**src/rtl/core/dcbd_pkg.sv**
```systemverilog
// Shared widths, limits, mode codes and the request word for the day count block.
package dcbd_pkg;

   localparam int MODE_W  = 2;
   localparam int YEAR_W  = 14;
   localparam int MONTH_W = 4;
   localparam int DAY_W   = 5;
   localparam int COUNT_W = 23;

   // Years above this limit saturate to it.
   localparam logic [YEAR_W-1:0] YEAR_MAX = 14'd9999;

   localparam logic [MODE_W-1:0] MODE_ACTUAL   = 2'd0;
   localparam logic [MODE_W-1:0] MODE_30360_US = 2'd1;
   localparam logic [MODE_W-1:0] MODE_30360_EU = 2'd2;
   localparam logic [MODE_W-1:0] MODE_NOLEAP   = 2'd3;

   typedef struct packed {
      logic [MODE_W-1:0]  mode;
      logic [YEAR_W-1:0]  start_year;
      logic [MONTH_W-1:0] start_month;
      logic [DAY_W-1:0]   start_day;
      logic [YEAR_W-1:0]  end_year;
      logic [MONTH_W-1:0] end_month;
      logic [DAY_W-1:0]   end_day;
   } req_word_type;

endpackage

```
**src/rtl/core/dcbd_req_if.sv**
```systemverilog
// Request channel interface: valid, ready and the two dates with their mode.
interface dcbd_req_if import dcbd_pkg::*; ();
   logic               valid;
   logic               ready;
   logic [MODE_W-1:0]  mode;
   logic [YEAR_W-1:0]  start_year;
   logic [MONTH_W-1:0] start_month;
   logic [DAY_W-1:0]   start_day;
   logic [YEAR_W-1:0]  end_year;
   logic [MONTH_W-1:0] end_month;
   logic [DAY_W-1:0]   end_day;

   modport source (
      output valid, mode, start_year, start_month, start_day, end_year, end_month, end_day,
      input  ready
   );
   modport sink (
      input  valid, mode, start_year, start_month, start_day, end_year, end_month, end_day,
      output ready
   );
endinterface

```
**src/rtl/core/dcbd_rsp_if.sv**
```systemverilog
// Response channel interface: valid, ready and the signed day count.
interface dcbd_rsp_if import dcbd_pkg::*; ();
   logic                      valid;
   logic                      ready;
   logic signed [COUNT_W-1:0] day_count;

   modport source (output valid, day_count, input ready);
   modport sink   (input valid, day_count, output ready);
endinterface

```
**src/rtl/core/day_count_between_dates.sv**
```systemverilog
// Top level of the day count block: two-stage pipeline from date pair to signed day count.
//
// This block takes one request word per cycle, each holding a start date, an end date and
// a convention mode, and returns one response word with the signed number of days from
// the start date to the end date. Mode actual uses proleptic Gregorian serial days (year 0
// is a leap year), the two 30/360 modes (US and European) count 30-day months and 360-day
// years with the sign of the original date order, and mode no-leap counts 365-day years
// with Feb 29 read as Feb 28. Years above 9999 saturate to 9999. It accepts one word per
// clock cycle while the response side is not stalled. A request word is held in the input
// register and its result in the result register, around one pass of date arithmetic.
// A stalled response holds the pipeline: each register only advances when the stage after
// it is empty or being drained in the same cycle.
module day_count_between_dates import dcbd_pkg::*; (
   input  logic clock,
   input  logic reset,
   dcbd_req_if.sink   req_bus,
   dcbd_rsp_if.source rsp_bus
);

   // Cumulative days before each month of a common year. Month 0 behaves like January.
   function automatic logic [8:0] cum_days(input logic [MONTH_W-1:0] m);
      case (m)
         4'd2:    cum_days = 9'd31;
         4'd3:    cum_days = 9'd59;
         4'd4:    cum_days = 9'd90;
         4'd5:    cum_days = 9'd120;
         4'd6:    cum_days = 9'd151;
         4'd7:    cum_days = 9'd181;
         4'd8:    cum_days = 9'd212;
         4'd9:    cum_days = 9'd243;
         4'd10:   cum_days = 9'd273;
         4'd11:   cum_days = 9'd304;
         4'd12:   cum_days = 9'd334;
         default: cum_days = 9'd0;
      endcase
   endfunction

   // Division by 100 through a reciprocal multiply; exact for every 14-bit value.
   function automatic logic [7:0] div100(input logic [YEAR_W-1:0] x);
      logic [26:0] prod;
      prod   = 27'(x) * 27'd5243;
      div100 = prod[26:19];
   endfunction

   function automatic logic [YEAR_W-1:0] clamp_year(input logic [YEAR_W-1:0] y);
      clamp_year = (y > YEAR_MAX) ? YEAR_MAX : y;
   endfunction

   // Gregorian serial day number. Months 13 to 15 carry into the next year.
   function automatic logic [21:0] serial_day(input logic [YEAR_W-1:0]  y_in,
                                              input logic [MONTH_W-1:0] m_in,
                                              input logic [DAY_W-1:0]   d);
      logic [YEAR_W-1:0]  y;
      logic [MONTH_W-1:0] m;
      logic [7:0]         q_y;
      logic [YEAR_W-1:0]  rem_y;
      logic               is_leap;
      logic [21:0]        s;
      y = y_in;
      m = m_in;
      if (m > 4'd12) begin
         m = m - 4'd12;
         y = y + 14'd1;
      end
      q_y     = div100(y);
      rem_y   = y - YEAR_W'(q_y) * 14'd100;
      is_leap = (y[1:0] == 2'd0) && ((rem_y != '0) || (q_y[1:0] == 2'd0));
      s = 22'(y) * 22'd365
        + 22'((y + 14'd3) >> 2)
        - 22'(div100(y + 14'd99))
        + 22'(div100((y + 14'd399) >> 2))
        + 22'(cum_days(m))
        + 22'(d);
      if (is_leap && (m > 4'd2)) begin
         s = s + 22'd1;
      end
      serial_day = s;
   endfunction

   // Day number in a calendar of 365-day years.
   function automatic logic [21:0] noleap_day(input logic [YEAR_W-1:0]  y_in,
                                              input logic [MONTH_W-1:0] m_in,
                                              input logic [DAY_W-1:0]   d_in);
      logic [YEAR_W-1:0]  y;
      logic [MONTH_W-1:0] m;
      logic [DAY_W-1:0]   d;
      y = y_in;
      m = m_in;
      d = d_in;
      if (m > 4'd12) begin
         m = m - 4'd12;
         y = y + 14'd1;
      end
      if ((m == 4'd2) && (d == 5'd29)) begin
         d = 5'd28;
      end
      noleap_day = 22'(y) * 22'd365 + 22'(cum_days(m)) + 22'(d);
   endfunction

   // 30/360 count. The dates are ordered first and the sign restored at the end.
   function automatic logic [COUNT_W-1:0] thirty_360(input req_word_type w,
                                                     input logic         eur);
      logic [YEAR_W-1:0]  y0, y1;
      logic [MONTH_W-1:0] m0;
      logic [4:0]         m1;
      logic [DAY_W-1:0]   d0, d1;
      logic               earlier;
      logic signed [23:0] dy, dm, dd, r;
      y0 = clamp_year(w.start_year);
      y1 = clamp_year(w.end_year);
      earlier = (y0 < y1) ||
                ((y0 == y1) && ((w.start_month < w.end_month) ||
                 ((w.start_month == w.end_month) && (w.start_day < w.end_day))));
      if (earlier) begin
         m0 = w.start_month;
         d0 = w.start_day;
         m1 = {1'b0, w.end_month};
         d1 = w.end_day;
      end else begin
         y0 = clamp_year(w.end_year);
         y1 = clamp_year(w.start_year);
         m0 = w.end_month;
         d0 = w.end_day;
         m1 = {1'b0, w.start_month};
         d1 = w.start_day;
      end
      if (!eur && (d1 == 5'd31) && (d0 < 5'd30)) begin
         m1 = m1 + 5'd1;
         d1 = 5'd1;
      end
      if (d0 == 5'd31) begin
         d0 = 5'd30;
      end
      if (d1 == 5'd31) begin
         d1 = 5'd30;
      end
      dy = $signed({10'd0, y1}) - $signed({10'd0, y0});
      dm = $signed({19'd0, m1}) - $signed({20'd0, m0});
      dd = $signed({19'd0, d1}) - $signed({19'd0, d0});
      r  = dy * 24'sd360 + dm * 24'sd30 + dd;
      if (!earlier) begin
         r = -r;
      end
      thirty_360 = r[COUNT_W-1:0];
   endfunction

   // Stage 1: the registered request word.
   logic         s1_valid_ff, s1_valid_in;
   req_word_type s1_word_ff;
   req_word_type req_word;

   // Stage 2: the registered result.
   logic                      rsp_valid_ff, rsp_valid_in;
   logic signed [COUNT_W-1:0] rsp_count_ff, rsp_count_in;

   logic rsp_open;   // the result register can take a new value this cycle
   logic s1_open;    // the input register can take a new word this cycle
   logic req_fire;
   logic s1_move;

   assign req_word = '{mode:        req_bus.mode,
                       start_year:  req_bus.start_year,
                       start_month: req_bus.start_month,
                       start_day:   req_bus.start_day,
                       end_year:    req_bus.end_year,
                       end_month:   req_bus.end_month,
                       end_day:     req_bus.end_day};

   assign rsp_open = !rsp_valid_ff || rsp_bus.ready;
   assign s1_move  = s1_valid_ff && rsp_open;
   assign s1_open  = !s1_valid_ff || rsp_open;
   assign req_fire = req_bus.valid && s1_open;

   assign req_bus.ready     = s1_open;
   assign rsp_bus.valid     = rsp_valid_ff;
   assign rsp_bus.day_count = rsp_count_ff;

   assign s1_valid_in  = req_fire ? 1'b1 : (s1_move ? 1'b0 : s1_valid_ff);
   assign rsp_valid_in = s1_move ? 1'b1 : (rsp_bus.ready ? 1'b0 : rsp_valid_ff);

   // The whole day count is one pass of closed-form arithmetic on the stage 1 word.
   always_comb begin
      case (s1_word_ff.mode)
         MODE_30360_US: rsp_count_in = $signed(thirty_360(s1_word_ff, 1'b0));
         MODE_30360_EU: rsp_count_in = $signed(thirty_360(s1_word_ff, 1'b1));
         MODE_NOLEAP: begin
            rsp_count_in = $signed(
               {1'b0, noleap_day(clamp_year(s1_word_ff.end_year), s1_word_ff.end_month,
                                 s1_word_ff.end_day)} -
               {1'b0, noleap_day(clamp_year(s1_word_ff.start_year), s1_word_ff.start_month,
                                 s1_word_ff.start_day)});
         end
         default: begin
            rsp_count_in = $signed(
               {1'b0, serial_day(clamp_year(s1_word_ff.end_year), s1_word_ff.end_month,
                                 s1_word_ff.end_day)} -
               {1'b0, serial_day(clamp_year(s1_word_ff.start_year), s1_word_ff.start_month,
                                 s1_word_ff.start_day)});
         end
      endcase
   end

   always_ff @(posedge clock) begin
      if (reset) begin
         s1_valid_ff  <= 1'b0;
         rsp_valid_ff <= 1'b0;
      end else begin
         s1_valid_ff  <= s1_valid_in;
         rsp_valid_ff <= rsp_valid_in;
      end
   end

   // Payload registers load only when their stage advances.
   always_ff @(posedge clock) begin
      if (req_fire) begin
         s1_word_ff <= req_word;
      end
      if (s1_move) begin
         rsp_count_ff <= rsp_count_in;
      end
   end

   // An accepted word always lands in stage 1.
   a_req_lands: assert property (@(posedge clock) disable iff (reset)
      req_fire |=> s1_valid_ff)
      else $error("accepted request word did not reach stage 1");

   // A stage 1 word held behind a stalled result must still be there next cycle.
   a_s1_holds: assert property (@(posedge clock) disable iff (reset)
      (s1_valid_ff && !rsp_open) |=> (s1_valid_ff && $stable(s1_word_ff)))
      else $error("stage 1 word lost during a response stall");

   // A stage 1 word that moves on shows up as a valid response.
   a_s1_to_rsp: assert property (@(posedge clock) disable iff (reset)
      s1_move |=> rsp_valid_ff)
      else $error("stage 1 word did not produce a response");

   // Equal dates in a 30/360 mode give a count of zero.
   a_equal_zero: assert property (@(posedge clock) disable iff (reset)
      (s1_move &&
       ((s1_word_ff.mode == MODE_30360_US) || (s1_word_ff.mode == MODE_30360_EU)) &&
       (s1_word_ff.start_year == s1_word_ff.end_year) &&
       (s1_word_ff.start_month == s1_word_ff.end_month) &&
       (s1_word_ff.start_day == s1_word_ff.end_day))
      |=> (rsp_count_ff == '0))
      else $error("equal dates gave a nonzero 30/360 count");

endmodule

```
**src/flat_wrapper.sv**
```systemverilog
// flat-port wrapper written by rule: the top's interface ports become plain ports
module day_count_between_dates_flat import dcbd_pkg::*;
  (clock, reset, req_bus_valid, req_bus_mode, req_bus_start_year, req_bus_start_month, req_bus_start_day, req_bus_end_year, req_bus_end_month, req_bus_end_day, req_bus_ready, rsp_bus_valid, rsp_bus_day_count, rsp_bus_ready);
  dcbd_req_if req_bus_i ();
  dcbd_rsp_if rsp_bus_i ();
  input  logic clock;
  input  logic reset;
  input wire logic [$bits(req_bus_i.valid)-1:0] req_bus_valid;
  input wire logic [$bits(req_bus_i.mode)-1:0] req_bus_mode;
  input wire logic [$bits(req_bus_i.start_year)-1:0] req_bus_start_year;
  input wire logic [$bits(req_bus_i.start_month)-1:0] req_bus_start_month;
  input wire logic [$bits(req_bus_i.start_day)-1:0] req_bus_start_day;
  input wire logic [$bits(req_bus_i.end_year)-1:0] req_bus_end_year;
  input wire logic [$bits(req_bus_i.end_month)-1:0] req_bus_end_month;
  input wire logic [$bits(req_bus_i.end_day)-1:0] req_bus_end_day;
  output wire logic [$bits(req_bus_i.ready)-1:0] req_bus_ready;
  output wire logic [$bits(rsp_bus_i.valid)-1:0] rsp_bus_valid;
  output wire logic [$bits(rsp_bus_i.day_count)-1:0] rsp_bus_day_count;
  input wire logic [$bits(rsp_bus_i.ready)-1:0] rsp_bus_ready;
  assign req_bus_i.valid = req_bus_valid;
  assign req_bus_i.mode = req_bus_mode;
  assign req_bus_i.start_year = req_bus_start_year;
  assign req_bus_i.start_month = req_bus_start_month;
  assign req_bus_i.start_day = req_bus_start_day;
  assign req_bus_i.end_year = req_bus_end_year;
  assign req_bus_i.end_month = req_bus_end_month;
  assign req_bus_i.end_day = req_bus_end_day;
  assign req_bus_ready = req_bus_i.ready;
  assign rsp_bus_valid = rsp_bus_i.valid;
  assign rsp_bus_day_count = rsp_bus_i.day_count;
  assign rsp_bus_i.ready = rsp_bus_ready;
  day_count_between_dates u_core (.clock(clock), .reset(reset), .req_bus(req_bus_i), .rsp_bus(rsp_bus_i));
endmodule
```
**config.mk**
```make
export PLATFORM = sky130hd
export DESIGN_NAME = day_count_between_dates_flat
export DESIGN_NICKNAME = d
export VERILOG_FILES = /design/src/rtl/core/dcbd_pkg.sv /design/src/rtl/core/dcbd_req_if.sv /design/src/rtl/core/dcbd_rsp_if.sv /design/src/rtl/core/day_count_between_dates.sv /design/src/flat_wrapper.sv
export SDC_FILE = /design/constraint.sdc
export NUM_CORES = 2
export LEC_CHECK = 0
export ABC_AREA = 1
export BUFFER_PORTS_ARGS = -buffer_cell sky130_fd_sc_hd__buf_2
export CORE_ASPECT_RATIO = 1.75
export CORE_MARGIN = 3
export CORE_UTILIZATION = 25
export CTS_CLUSTER_DIAMETER = 150
export DETAILED_ROUTE_END_ITERATION = 12
export HOLD_SLACK_MARGIN = 0.08
export PLACE_DENSITY_LB_ADDON = 0.08
export SLEW_MARGIN = 0
export SYNTH_ARGS = -nofsm -noshare
export SYNTH_HDL_FRONTEND = slang
export SYNTH_SLANG_ARGS = --single-unit
```
**constraint.sdc**
```tcl
create_clock -name clock -period 30.7 [get_ports clock]
set_input_delay 6.14 -clock clock [delete_from_list [all_inputs] [get_ports clock]]
set_output_delay 6.14 -clock clock [all_outputs]
set_load 0.005 [all_outputs]
```
==> summary.md <==
| Metric | Value |
|---|---|
| Worst-margin pin slew | 1.232 ns |
| Grt ovf | 0 |
| Post-CTS Resized | 0 |
| Die H | 608.8 um |
| Crit-path slowest cell | xor2_1 |
| Ys Warns | 0 |
| DR vias | 40.49k |
| RSZ-0062 raised after global routing | false |
| RePlAce Congestion | 0.9113 |
| Critical Path Most Common Cell | inv_1 |
| Hpwl dp | 182,800 um |
| Port Buffers | 76 |
| Die footprint | 213,300 um^2 |
| Drt total wl | 198,900 um |
| Max FO, Critical Path | 9 |
| Most numerous cell in the Yosys netlist | inv_1 |
| Hold Vio Cnt, Final | 0 |
| CTS tree | done |
| Clock Tree Root | clkbuf_16 |
| CP peak stage delay | 0.81 ns |
| Min Tclk post-route | 17.48 ns |
| Period utilization | 0.5692 |
| # DRC | 0 |
| Num CTS Buffers | 9 |
| Synth top area share | 0.2921 |
| Clock sink total | 73 |
| Vias in the first global route | 45.20k |
| Clock skew | 0.02367 ns |
| Hold buffers post-CTS | 0 |
| TritonRoute pass-1 iters | 5 |
| Area occupied by registers | 2172 um^2 |
| Multi-input logic area | 43,220 um^2 |
| Critical path's top delay family | adder cells |
| I/O pins | 77 |
| Sequential fraction of the synthesis area | 0.04185 |
| Clock tree buffer depth | 2 |
| Largest net degree at the start of global routing | 58 |
| Initial Util | 0.2521 |
| Crit path required time | 30.87 ns |
| Vias per inst | 4.447 |
| Yosys top cell by area | ha_1 |
| Num rows | 220 |
| Max Cap Viol | 0 |
| Final Non-Filler Cells | 9,105 |
| Max frequency | 0.05722 GHz |
| Cell count after placement | 9,087 |
| Worst path bufs/invs | 14 |
| First-pass GRT wire length | 292,200 um |
| Number of synthesized register bits | 73 |
| EDFF count, synth | 71 |
| Post-synthesis instance area | 51,910 um^2 |
| Synth Flop Type | edfxtp_1 |
| Critical path class | register to register |
| Slew headroom | 0.1699 |
| Final setup TNS | 0 ns |
| HP Class | register to register |
| Synth unique cells | 74 |
| Average size of a mapped cell | 8.204 um^2 |
| Layout cells sized above 1 | 0.05141 |
| Initial antenna violation count | 17 |
| Die Span X | 350.5 um |
| Core box area | 205,900 um^2 |
| Syn Inst Count | 6,327 |
| Clock transition at the registers of the reported paths | 0.09 ns |
| CP Launch Type | register |
| GRT Total Usage | 0.1888 |
| Area grow syn2layout | 8.384% |
| Htree depth | 3 |
| Most frequent cells after synthesis | inv_1 (1,660), ha_1 (1,212), nand2_1 (742), fa_1 (673), a21oi_1 (332) |
| Syn_nets | 8,264 |
| Post-CTS Setup Bufs | 0 |
| Max-slew violation count | 0 |
| Ranking of synthesized cells by area | ha_1 (29%), fa_1 (26%), inv_1 (12%), nand2_1 (5.4%), xor2_1 (4.8%) |
| Synth async-reset ratio | 0 |
| Crit. End Element | register |
| FILL cells | 22.59k |
| # setup viols final | 0 |
| Crit path DAT | 17.65 ns |
| DR iter-0 viols | 1,524 |
| DRT antenna net count | 0 |
| Outcome | finished, final reports clean |
| Worst skew pair latency | 0.45 ns |
| Wire per inst | 21.84 um |
| Total Nets Final | 8,371 |
## final timing paths
kind | startpoint | end | slack [ns] | cells after the start
min | u_core.rsp_bus.valid | u_core.rsp_bus.valid | 0.52 | 2
min reg2reg | u_core.rsp_bus.valid | u_core.rsp_bus.valid | 0.52 | 2
max reg2reg | u_core.s1_word_ff[17] | u_core.rsp_bus.day_count[20] | 13.22 | 83
max | u_core.s1_word_ff[17] | u_core.rsp_bus.day_count[20] | 13.22 | 83
## layout make-up
cell class / count / share of cell area
inverters: 1682 / 0.1122
diodes: 2 / 0.00008896
multi-input cells: 4520 / 0.7682
clock inverters: 6 / 0.001201
clock buffers: 10 / 0.004070
well taps: 2664 / 0.05925
flip-flops and latches: 73 / 0.03861
repair buffers: 148 / 0.01637
## layer usage
layer,global-route usage,share of wire
met4,0.08872,0.060
met5,0,0.000035
met1,0.1798,0.34
met2,0.3977,0.58
met3,0.01032,0.015
## registers in the layout, summed over array words and instances, names as in the netlist
signal                    count
u_core.rsp_bus.valid          1
u_core.rsp_bus.day_count     23
u_core.s1_word_ff            48
u_core.s1_valid_ff            1
## stage by stage
stage,hold WS (ns),cell area (um^2),util,setup slack [ns]
2_1_floorplan,0.4451,51910,-,14.73
3_3_place_gp,0.5226,55960,0.2718,13.13
3_5_place_dp,0.5169,55960,0.2718,13.20
4_1_cts,0.5307,56250,0.2732,13.13
5_1_grt,0.5501,56250,0.2732,11.74
6_report,0.5243,56260,0.2732,13.22
## cell families after synthesis
group / after synthesis / synth area share
fa+ha+maj: 1886 / 0.5519
buf+inv: 1734 / 0.1272
simple gates: 1519 / 0.1308
compound gates: 704 / 0.07839
xor+xnor: 408 / 0.06928
flops: 73 / 0.04185
mux: 3 / 0.0005785
## worst reg2reg max path: cells and delay by family, from the launching register on
kind | cells | cell delay (ns)
buffers and inverters | 14 | 1.10
XOR/XNOR | 6 | 1.89
flip-flops | 1 | 0.41
AO/OA/AOI/OAI | 18 | 3.34
adder cells (fa/ha/maj) | 16 | 6.61
AND/OR/NAND/NOR | 29 | 3.87
## layout by cell type, fill, tap and decap left out, types with 36 or more instances in the layout
| cell | n |
|---|---|
| inv_1 | 1659 |
| ha_1 | 1212 |
| nand2_1 | 742 |
| fa_1 | 673 |
| a21oi_1 | 330 |
| nor2_1 | 295 |
| xor2_1 | 280 |
| nand3_1 | 247 |
| o21ai_0 | 165 |
| xnor2_1 | 118 |
| buf_2 | 76 |
| buf_4 | 72 |
| edfxtp_1 | 71 |
| nand4_1 | 54 |
| o21bai_1 | 43 |
| or2_2 | 41 |
| nor3_1 | 36 |
Power is left out: the tool's default activity adds up to more than one toggle a clock period on the data nets, which glitch-free logic cannot reach.
